--- config.mk ---
export PLATFORM = sky130hd
export DESIGN_NAME = sha256_stream_hasher_flat
export DESIGN_NICKNAME = d
export VERILOG_FILES = /design/src/hw/rtl/sha256_pkg.sv /design/src/hw/rtl/sha256_if.sv /design/src/hw/rtl/sha256_engine.sv /design/src/hw/rtl/sha256_stream_hasher.sv /design/src/flat_wrapper.sv
export VERILOG_INCLUDE_DIRS = /design/src /design/src/hw/rtl
export SDC_FILE = /design/constraint.sdc
export NUM_CORES = 2
export LEC_CHECK = 0
export BUFFER_PORTS_ARGS = -buffer_cell sky130_fd_sc_hd__buf_2
export CAP_MARGIN = 20
export CORE_ASPECT_RATIO = 1.4
export CORE_MARGIN = 2
export CORE_UTILIZATION = 45
export CTS_BUF_LIST = sky130_fd_sc_hd__clkbuf_8
export DETAILED_ROUTE_END_ITERATION = 6
export PLACE_DENSITY = 0.74
export SYNTH_ARGS = -nofsm -noshare
export SYNTH_HDL_FRONTEND = slang
export SYNTH_SLANG_ARGS = --single-unit
--- constraint.sdc ---
create_clock -name i_clk -period 13.9 [get_ports i_clk]
set_clock_uncertainty 0.05 [all_clocks]
set_input_delay 0 -clock i_clk [delete_from_list [all_inputs] [get_ports i_clk]]
set_output_delay 0 -clock i_clk [all_outputs]
set_load 0.01 [all_outputs]
--- src/hw/rtl/sha256_stream_hasher_macros.svh ---
// Assertion helpers used by the stream hasher RTL.
`ifndef SHA256_STREAM_HASHER_MACROS_SVH
`define SHA256_STREAM_HASHER_MACROS_SVH

// Checks that a condition implies a consequence in the same cycle.
`define ASSERT_IMPL(label, clk, rst_n, cond, cons) \
    label: assert property (@(posedge clk) disable iff (!rst_n) (cond) |-> (cons)) \
        else $error("assertion failed");

// Checks that a condition implies a consequence in the next cycle.
`define ASSERT_NEXT(label, clk, rst_n, cond, cons) \
    label: assert property (@(posedge clk) disable iff (!rst_n) (cond) |=> (cons)) \
        else $error("assertion failed");

`endif

--- src/hw/rtl/sha256_pkg.sv ---
package sha256_pkg;

    localparam int unsigned BufDepth   = 64;
    localparam int unsigned BufAw      = 6;
    localparam int unsigned SchedDepth = 16;
    localparam int unsigned RoundCount = 64;

    typedef logic [31:0] t_word;

    // Control group from the sequencer to the round engine.
    typedef struct packed {
        logic       start;   // load working variables from the hash words
        logic       round;   // perform one round
        logic [5:0] idx;     // round number
        logic       finish;  // fold working variables into the hash words
        logic       init;    // restore initial hash values
    } t_eng_ctl;

    function automatic t_word rotr(input t_word x, input int unsigned n);
        rotr = (x >> n) | (x << (32 - n));
    endfunction

    function automatic t_word init_hash(input logic [2:0] i);
        unique case (i)
            3'd0: init_hash = 32'h6a09e667;
            3'd1: init_hash = 32'hbb67ae85;
            3'd2: init_hash = 32'h3c6ef372;
            3'd3: init_hash = 32'ha54ff53a;
            3'd4: init_hash = 32'h510e527f;
            3'd5: init_hash = 32'h9b05688c;
            3'd6: init_hash = 32'h1f83d9ab;
            default: init_hash = 32'h5be0cd19;
        endcase
    endfunction

    function automatic t_word round_k(input logic [5:0] r);
        t_word k [64];
        k = '{
            32'h428a2f98, 32'h71374491, 32'hb5c0fbcf, 32'he9b5dba5, 32'h3956c25b, 32'h59f111f1,
            32'h923f82a4, 32'hab1c5ed5, 32'hd807aa98, 32'h12835b01, 32'h243185be, 32'h550c7dc3,
            32'h72be5d74, 32'h80deb1fe, 32'h9bdc06a7, 32'hc19bf174, 32'he49b69c1, 32'hefbe4786,
            32'h0fc19dc6, 32'h240ca1cc, 32'h2de92c6f, 32'h4a7484aa, 32'h5cb0a9dc, 32'h76f988da,
            32'h983e5152, 32'ha831c66d, 32'hb00327c8, 32'hbf597fc7, 32'hc6e00bf3, 32'hd5a79147,
            32'h06ca6351, 32'h14292967, 32'h27b70a85, 32'h2e1b2138, 32'h4d2c6dfc, 32'h53380d13,
            32'h650a7354, 32'h766a0abb, 32'h81c2c92e, 32'h92722c85, 32'ha2bfe8a1, 32'ha81a664b,
            32'hc24b8b70, 32'hc76c51a3, 32'hd192e819, 32'hd6990624, 32'hf40e3585, 32'h106aa704,
            32'h19a4c116, 32'h1e376c08, 32'h2748774c, 32'h34b0bcb5, 32'h391c0cb3, 32'h4ed8aa4a,
            32'h5b9cca4f, 32'h682e6ff3, 32'h748f82ee, 32'h78a5636f, 32'h84c87814, 32'h8cc70208,
            32'h90befffa, 32'ha4506ceb, 32'hbef9a3f7, 32'hc67178f2};
        round_k = k[r];
    endfunction

endpackage

--- src/hw/rtl/sha256_if.sv ---
interface sha256_in_if;
    logic       valid;
    logic       ready;
    logic [7:0] data_byte;
    logic       has_byte;
    logic       end_of_message;
    modport source (output valid, data_byte, has_byte, end_of_message, input ready);
    modport sink (input valid, data_byte, has_byte, end_of_message, output ready);
endinterface

interface sha256_out_if;
    logic        valid;
    logic        ready;
    logic [31:0] digest_word;
    logic [2:0]  word_index;
    logic        last_word;
    modport source (output valid, digest_word, word_index, last_word, input ready);
    modport sink (input valid, digest_word, word_index, last_word, output ready);
endinterface

--- src/hw/rtl/sha256_engine.sv ---
// Round engine: the message schedule is a 16-entry register ring read at four
// fixed offsets from the round number, so one round completes in the cycle in
// which its control pulse is high.
module sha256_engine
    import sha256_pkg::*;
(
    input  logic       i_clk,
    input  logic       i_rst_n,
    input  t_eng_ctl   i_ctl,
    input  t_word      i_w_in,      // message word for rounds 0..15
    input  logic [2:0] i_hsel,
    output t_word      o_hash
);
    t_word r_hash [8];
    t_word r_v [8];
    t_word r_sched [SchedDepth];
    t_word w_new, t1, t2, w2, w7, w15, w16, e, a, s0, s1;

    // Schedule taps are read from flop storage at fixed tap offsets.
    assign w2  = r_sched[4'(i_ctl.idx - 6'd2)];
    assign w7  = r_sched[4'(i_ctl.idx - 6'd7)];
    assign w15 = r_sched[4'(i_ctl.idx - 6'd15)];
    assign w16 = r_sched[i_ctl.idx[3:0]];
    assign s1 = rotr(w2, 17) ^ rotr(w2, 19) ^ (w2 >> 10);
    assign s0 = rotr(w15, 7) ^ rotr(w15, 18) ^ (w15 >> 3);
    assign w_new = (i_ctl.idx < 6'd16) ? i_w_in : s1 + w7 + s0 + w16;
    assign e = r_v[4];
    assign a = r_v[0];
    assign t1 = r_v[7] + (rotr(e, 6) ^ rotr(e, 11) ^ rotr(e, 25))
              + ((e & r_v[5]) ^ (~e & r_v[6])) + round_k(i_ctl.idx) + w_new;
    assign t2 = (rotr(a, 2) ^ rotr(a, 13) ^ rotr(a, 22))
              + ((a & r_v[1]) ^ (a & r_v[2]) ^ (r_v[1] & r_v[2]));

    always_ff @(posedge i_clk) begin
        if (i_ctl.round) begin
            r_sched[i_ctl.idx[3:0]] <= w_new;
        end
    end

    always_ff @(posedge i_clk) begin
        if (i_ctl.start) begin
            for (int j = 0; j < 8; j++) r_v[j] <= r_hash[j];
        end else if (i_ctl.round) begin
            r_v[7] <= r_v[6];
            r_v[6] <= r_v[5];
            r_v[5] <= r_v[4];
            r_v[4] <= r_v[3] + t1;
            r_v[3] <= r_v[2];
            r_v[2] <= r_v[1];
            r_v[1] <= r_v[0];
            r_v[0] <= t1 + t2;
        end
    end

    always_ff @(posedge i_clk) begin
        if (!i_rst_n || i_ctl.init) begin
            for (int j = 0; j < 8; j++) r_hash[j] <= init_hash(3'(j));
        end else if (i_ctl.finish) begin
            for (int j = 0; j < 8; j++) r_hash[j] <= r_hash[j] + r_v[j];
        end
    end

    assign o_hash = r_hash[i_hsel];
endmodule

--- src/hw/rtl/sha256_stream_hasher.sv ---
// Byte-stream SHA-256 hasher. One input transaction per byte; bytes are taken
// back to back while the block buffer fills. The 64th byte of a block starts a
// compression that holds off the input: it loads the working variables, runs
// each of rounds 0 to 15 as an address step, four reads through the single
// byte-wide read port of the buffer memory, then the round, runs each of rounds
// 16 to 63 as a setup step and the round, and folds the result into the hash
// words. No new byte is taken until the compression is through. The end of
// message item pads in the buffer at one byte per cycle up to the end of the
// block and runs a compression; when more than 55 bytes were buffered, a second
// all-padding block costs another pass of padding writes and a second
// compression. Then it offers eight digest transactions, word 0 first, and
// takes new input once the last one is accepted.
module sha256_stream_hasher
    import sha256_pkg::*;
(
    input  logic           i_clk,
    input  logic           i_rst_n,
    sha256_in_if.sink      i_in,
    sha256_out_if.source   o_out
);
`include "sha256_stream_hasher_macros.svh"

    localparam logic [3:0] S_IDLE = 4'd0, S_PAD = 4'd1, S_LEN = 4'd2, S_START = 4'd3,
                           S_RD = 4'd4, S_GATH = 4'd5, S_RND = 4'd6, S_FIN = 4'd7,
                           S_OUT = 4'd8, S_ZERO2 = 4'd9;

    logic [3:0]  r_st;
    logic [63:0] r_cnt;
    logic [5:0]  r_pos;       // padding write position
    logic [6:0]  r_rnd;       // round index
    logic [1:0]  r_bsel;      // byte within the word being gathered
    logic        r_fin;       // block belongs to finishing sequence
    logic        r_last;      // final compression (the one with the length) pending
    logic [2:0]  r_oidx;
    logic [7:0]  r_mem [BufDepth];
    logic [7:0]  r_rd;
    t_word       r_wacc;
    logic        wr_en;
    logic [BufAw-1:0] wr_addr, rd_addr;
    logic [7:0]  wr_data;
    t_eng_ctl    ctl;
    t_word       hash;
    logic        acc;

    assign i_in.ready = (r_st == S_IDLE);
    assign acc = i_in.valid && i_in.ready;

    // Byte buffer memory: one write port, one registered read port.
    always_ff @(posedge i_clk) begin
        if (wr_en) r_mem[wr_addr] <= wr_data;
        r_rd <= r_mem[rd_addr];
    end

    // Address counter for gathering bytes of the current round word.
    logic [1:0] r_rph;
    assign rd_addr = {r_rnd[3:0], r_rph};

    always_comb begin
        wr_en = 1'b0;
        wr_addr = r_pos;
        wr_data = 8'h00;
        if (acc && i_in.has_byte) begin
            wr_en = 1'b1;
            wr_addr = r_cnt[8:3];
            wr_data = i_in.data_byte;
        end else if (r_st == S_PAD) begin
            // The first padding position is the one just past the last message byte.
            wr_en = 1'b1;
            wr_data = (r_pos == r_cnt[8:3]) ? 8'h80 : 8'h00;
        end else if (r_st == S_LEN) begin
            wr_en = 1'b1;
            wr_data = r_cnt[8'(63 - 8 * r_pos[2:0]) -: 8];
        end
    end

    always_comb begin
        ctl = '0;
        ctl.idx = r_rnd[5:0];
        ctl.start = (r_st == S_START);
        ctl.round = (r_st == S_RND);
        ctl.finish = (r_st == S_FIN);
        ctl.init = (r_st == S_OUT) && o_out.ready && (r_oidx == 3'd7);
    end

    sha256_engine u_eng (
        .i_clk  (i_clk),
        .i_rst_n(i_rst_n),
        .i_ctl  (ctl),
        .i_w_in (r_wacc),
        .i_hsel (r_oidx),
        .o_hash (hash)
    );

    always_ff @(posedge i_clk) begin
        if (!i_rst_n) begin
            r_st <= S_IDLE;
            r_cnt <= '0;
            r_pos <= '0;
            r_rnd <= '0;
            r_rph <= '0;
            r_bsel <= '0;
            r_fin <= 1'b0;
            r_last <= 1'b0;
            r_oidx <= '0;
        end else begin
            unique case (r_st)
                S_IDLE: begin
                    if (acc) begin
                        logic [63:0] c;
                        c = i_in.has_byte ? r_cnt + 64'd8 : r_cnt;
                        r_cnt <= c;
                        r_fin <= i_in.end_of_message;
                        if (i_in.has_byte && r_cnt[8:3] == 6'd63) begin
                            r_st <= S_START;
                        end else if (i_in.end_of_message) begin
                            r_st <= S_PAD;
                            r_pos <= c[8:3];
                        end
                        r_last <= 1'b0;
                    end
                end
                S_PAD: begin
                    // 0x80 goes at the position just past the message, zeros elsewhere.
                    if (r_pos == 6'd63) begin
                        r_st <= S_START; r_last <= 1'b0;
                    end else if (r_pos == 6'd55) begin
                        r_st <= S_LEN;
                    end
                    r_pos <= r_pos + 6'd1;
                end
                S_LEN: begin
                    r_pos <= r_pos + 6'd1;
                    if (r_pos == 6'd63) begin
                        r_st <= S_START; r_last <= 1'b1;
                    end
                end
                S_START: begin
                    r_rnd <= '0; r_rph <= '0; r_bsel <= '0;
                    r_st <= S_RD;
                end
                S_RD: begin
                    if (r_rnd < 7'd16) begin
                        r_rph <= r_rph + 2'd1;
                        r_st <= S_GATH;
                    end else begin
                        r_st <= S_RND;
                    end
                end
                S_GATH: begin
                    r_wacc <= {r_wacc[23:0], r_rd};
                    r_bsel <= r_bsel + 2'd1;
                    if (r_bsel == 2'd3) r_st <= S_RND;
                    else r_rph <= r_rph + 2'd1;
                end
                S_RND: begin
                    r_rnd <= r_rnd + 7'd1;
                    r_rph <= '0;
                    r_bsel <= '0;
                    r_st <= (r_rnd == 7'd63) ? S_FIN : S_RD;
                end
                S_FIN: begin
                    if (!r_fin) r_st <= S_IDLE;
                    else if (r_last) begin
                        r_st <= S_OUT; r_oidx <= '0;
                    end else if (r_pos == 6'd0 && r_cnt[8:3] > 6'd55) begin
                        r_st <= S_ZERO2;
                    end else begin
                        r_st <= S_PAD;
                        r_pos <= r_cnt[8:3];
                    end
                end
                S_ZERO2: begin
                    r_st <= S_PAD;
                    r_pos <= '0;
                end
                S_OUT: begin
                    if (o_out.ready) begin
                        r_oidx <= r_oidx + 3'd1;
                        if (r_oidx == 3'd7) begin
                            r_st <= S_IDLE; r_cnt <= '0; r_fin <= 1'b0;
                        end
                    end
                end
                default: r_st <= S_IDLE;
            endcase
        end
    end

    assign o_out.valid = (r_st == S_OUT);
    assign o_out.digest_word = hash;
    assign o_out.word_index = r_oidx;
    assign o_out.last_word = (r_oidx == 3'd7);

    `ASSERT_IMPL(a_out_only_out, i_clk, i_rst_n, o_out.valid, !i_in.ready)
    `ASSERT_NEXT(a_last_idle, i_clk, i_rst_n,
        o_out.valid && o_out.ready && o_out.last_word, i_in.ready)
    `ASSERT_IMPL(a_round_range, i_clk, i_rst_n, r_st == S_RND, r_rnd < 7'd64)
endmodule
--- src/flat_wrapper.sv ---
// flat-port wrapper written by rule: the top's interface ports become plain ports
module sha256_stream_hasher_flat import sha256_pkg::*;
  (i_clk, i_rst_n, i_in_valid, i_in_data_byte, i_in_has_byte, i_in_end_of_message, i_in_ready, o_out_valid, o_out_digest_word, o_out_word_index, o_out_last_word, o_out_ready);
  sha256_in_if i_in_i ();
  sha256_out_if o_out_i ();
  input  logic i_clk;
  input  logic i_rst_n;
  input wire logic [$bits(i_in_i.valid)-1:0] i_in_valid;
  input wire logic [$bits(i_in_i.data_byte)-1:0] i_in_data_byte;
  input wire logic [$bits(i_in_i.has_byte)-1:0] i_in_has_byte;
  input wire logic [$bits(i_in_i.end_of_message)-1:0] i_in_end_of_message;
  output wire logic [$bits(i_in_i.ready)-1:0] i_in_ready;
  output wire logic [$bits(o_out_i.valid)-1:0] o_out_valid;
  output wire logic [$bits(o_out_i.digest_word)-1:0] o_out_digest_word;
  output wire logic [$bits(o_out_i.word_index)-1:0] o_out_word_index;
  output wire logic [$bits(o_out_i.last_word)-1:0] o_out_last_word;
  input wire logic [$bits(o_out_i.ready)-1:0] o_out_ready;
  assign i_in_i.valid = i_in_valid;
  assign i_in_i.data_byte = i_in_data_byte;
  assign i_in_i.has_byte = i_in_has_byte;
  assign i_in_i.end_of_message = i_in_end_of_message;
  assign i_in_ready = i_in_i.ready;
  assign o_out_valid = o_out_i.valid;
  assign o_out_digest_word = o_out_i.digest_word;
  assign o_out_word_index = o_out_i.word_index;
  assign o_out_last_word = o_out_i.last_word;
  assign o_out_i.ready = o_out_ready;
  sha256_stream_hasher u_core (.i_clk(i_clk), .i_rst_n(i_rst_n), .i_in(i_in_i), .o_out(o_out_i));
endmodule
==> results.toml <==
[run_status]
outcome = "finished with violations"
violations = "DRC"

[clocking]
cts.clk_slew.worst_paths_ns = 0.07
htreeDepth = 5
numCtsBuffers = 267
tritoncts = "built"
clockRootBuffer = "clkbuf_8"
cts_max_path_buffers = 4
clkSinkCount = 1670
clk_latency_ns = 0.96

[placement]
dpl-instance-area_sq_um = 107600
portBuffers = 51
pre_cts_slack_ns = 0.6766
hpwlAfterDp_microns = 232800
place_congestion = 1.004

[synth]
synth-seq-cells = 1670
synth_nets = 8870
yosysTopAreaCell = "edfxtp_1"
yosys.area.top_type_share_pct = 45.44
syn-cell-area_sq_um = 103600
ys_top_cells_by_area = "edfxtp_1 (45%), mux4_2 (16%), ha_1 (5.0%), nand2_1 (3.8%), fa_1 (3.8%)"
synth-edff-count = 1568
yosysWarnings = 0
seq_area_frac_synth_pct = 47.41
postSynthCellCount = 8246
synthFlopType = "edfxtp_1"
yosysUniqueCellTypes = 80
synthTopCellsByCount = "edfxtp_1 (1568), nand2_1 (1045), mux4_2 (751)"
avgSynthCellArea_sq_um = 12.57
async_flop_share_pct = 0
post-synth-top-count-cell = "edfxtp_1"

[setup_path]
cpMostUsedCell = "inv_1"
reg2reg_depth = 44
crit_start = "u_core.r_rnd[1]"
crit_fanout = 35
r2r-start = "u_core.r_rnd[1]"
critPathArrivalTime_ns = 13.83
end_kind = "register"
cpPeakStageDelay_ns = 0.63
reg2reg_setup_slack_ns = 0.64
rr_endpoint = "u_core.u_eng.r_v[0][31]"
endpoint = "u_core.u_eng.r_v[0][31]"
critPathRequiredTime_ns = 14.47
crit_path_start_kind = "register"
worstSetupPathType = "reg2reg"
slowest_stage = "mux4_2"

[timing]
setup_slack_ns = 0.6365
rsz0062_at_grt = "no"
setup_viol = 0
fmax_ghz = 0.07540
hold_viol = 0
tns_ns = 0
slew_violations = 0
fin_crit_sh_pct = 95.42
period_needed_ns = 13.26
tightest_slew_ns = 1.176
relSlewSlack_pct = 21.59

[route]
routed_wl_microns = 326000
viasPerCell = 6.302
dr.pass1.iters = 7
vias = 72727
routedWlPerCell_microns = 28.25
drc_errors = 3
drtAntennaViolNets = 0
drt_iter0_drc = 8024

[power]
power.total_mw = 15.41
p_leak_nw = 39.83
vdd_drop_max_v = 0.0001647
power_density_nw_per_um2 = 136.6

[grt]
grt_max_degree = 143
overflow = 0
grt_pass1_vias = 73813
grt_pass1_wl_microns = 481600
antenna_found_initial = 15
grtUsageTotal_pct = 27.57

[floorplanning]
ios = 52
die_height_microns = 571.8
die-area_sq_um = 234200
die_x_microns = 409.6
initial_core_util_pct = 45.20
rows = 208
core_sq_um = 229300

[job]
maxCapViolCount = 0

[layout]
nNetsFinal = 8927
design_area_sq_um = 112800
area_growth_pct = 8.892
drive_above_1_share_pct = 17.15

[min_path]
hold_class = "in2reg"
[metrics by stage]
step | cells | utilization (%) | hold slack (ns)
2_1_floorplan | 8246 | - | 0.1038
3_3_place_gp | 11050 | 46.94 | 0.2787
3_5_place_dp | 11050 | 46.94 | 0.2927
4_1_cts | 11526 | 49.19 | 0.04153
5_1_grt | 11535 | 49.21 | 0.08471
6_report | 11540 | 49.22 | 0.1148
[power by group]
part	switching, mW	leakage [nW]	internal [mW]	total, mW
Sequential	0.156	14.8	5.67	5.83
Clock	2.04	2.75	2.07	4.11
Combinational	3.29	22.2	2.19	5.48
Total	5.48	39.8	9.93	15.4
[kinds of logic after synthesis]
family,Yosys count,share of synthesized area (%)
AO/OA/AOI/OAI,1394,8.454
XOR/XNOR,594,5.035
adder cells (fa/ha/maj),615,8.826
buffers and inverters,967,3.546
flip-flops,1670,47.41
multiplexers,870,17.66
AND/OR/NAND/NOR,2136,9.074
[layer usage]
layer	vias to the layer above	track usage (%)	share of wire [%]
met5	-	0	0.019
li1	30986	-	-
met4	10	21.14	8.9
met1	36340	31.05	34
met2	4305	46.56	49
met3	1086	4.964	8.2
[final cells by class]
type | instances | area (sq um)
multi-input cells | 5609 | 51140
diodes | 7 | 17.52
inverters | 530 | 1997
well taps | 3045 | 3810
clock buffers | 278 | 3826
clock inverters | 176 | 1106
repair buffers | 225 | 1782
flip-flops and latches | 1670 | 49170
fillers | 19464 | 116400
[cell usage in the layout, fill, tap and decap left out, drive strengths merged, types with 75 or more instances in the layout]
| master | count |
|---|---|
| xor2 | 248 |
| ha | 415 |
| nor2 | 471 |
| nand3 | 101 |
| edfxtp | 1568 |
| fa | 195 |
| clkbuf | 281 |
| a21o | 208 |
| mux4 | 758 |
| dfxtp | 102 |
| buf | 200 |
| a21oi | 351 |
| inv | 599 |
| clkinv | 86 |
| nor3 | 114 |
| nand2b | 75 |
| nand2 | 1045 |
| o21ai | 391 |
| xnor2 | 345 |
[worst min-delay path by stage]
stage / slack, ns / to / cells past startpoint / start
after floorplan: 0.10 / u_core.r_st[0] / 1 / i_rst_n
after global placement: 0.28 / u_core.r_fin / 3 / i_in_end_of_message
after detailed placement: 0.29 / u_core.r_fin / 3 / i_in_end_of_message
after CTS: 0.04 / u_core.r_pos[1] / 4 / i_rst_n
after global routing: 0.08 / u_core.r_pos[1] / 4 / i_rst_n
final: 0.11 / u_core.r_pos[1] / 4 / i_rst_n
[registers in the layout, indices dropped and copies added (netlist names), 3 cells and up, named ones only]
| register | flops |
|---|---|
| u_core.o_out.word_index | 3 |
| u_core.r_cnt | 61 |
| u_core.r_mem | 512 |
| u_core.r_pos | 6 |
| u_core.r_rd | 8 |
| u_core.r_rnd | 7 |
| u_core.r_st | 4 |
| u_core.r_wacc | 32 |
| u_core.u_eng.r_hash | 256 |
| u_core.u_eng.r_sched | 512 |
| u_core.u_eng.r_v | 256 |
[what timing repair did]
| action | in CTS | in global routing |
|---|---|---|
| hold buffers | 22 | 0 |
| setup buffers | 0 | 1 |
| endpoints found under the hold margin | 623 | 0 |
| setup endpoints to repair | 0 | 5 |
| gates resized for setup | 0 | 1 |
[worst max-delay path: cells and delay by family (launching register included)]
family,cells,cell delay (ns)
AOI/OAI and AO/OA,10,2.33
xor gates and xnor gates,6,1.10
adders and majority gates,10,4.35
buffers and inverters,10,1.44
DFF,1,0.53
muxes,2,1.03
and+or+nand+nor,6,2.08
No activity file was read; power rests on OpenSTA's default activity.
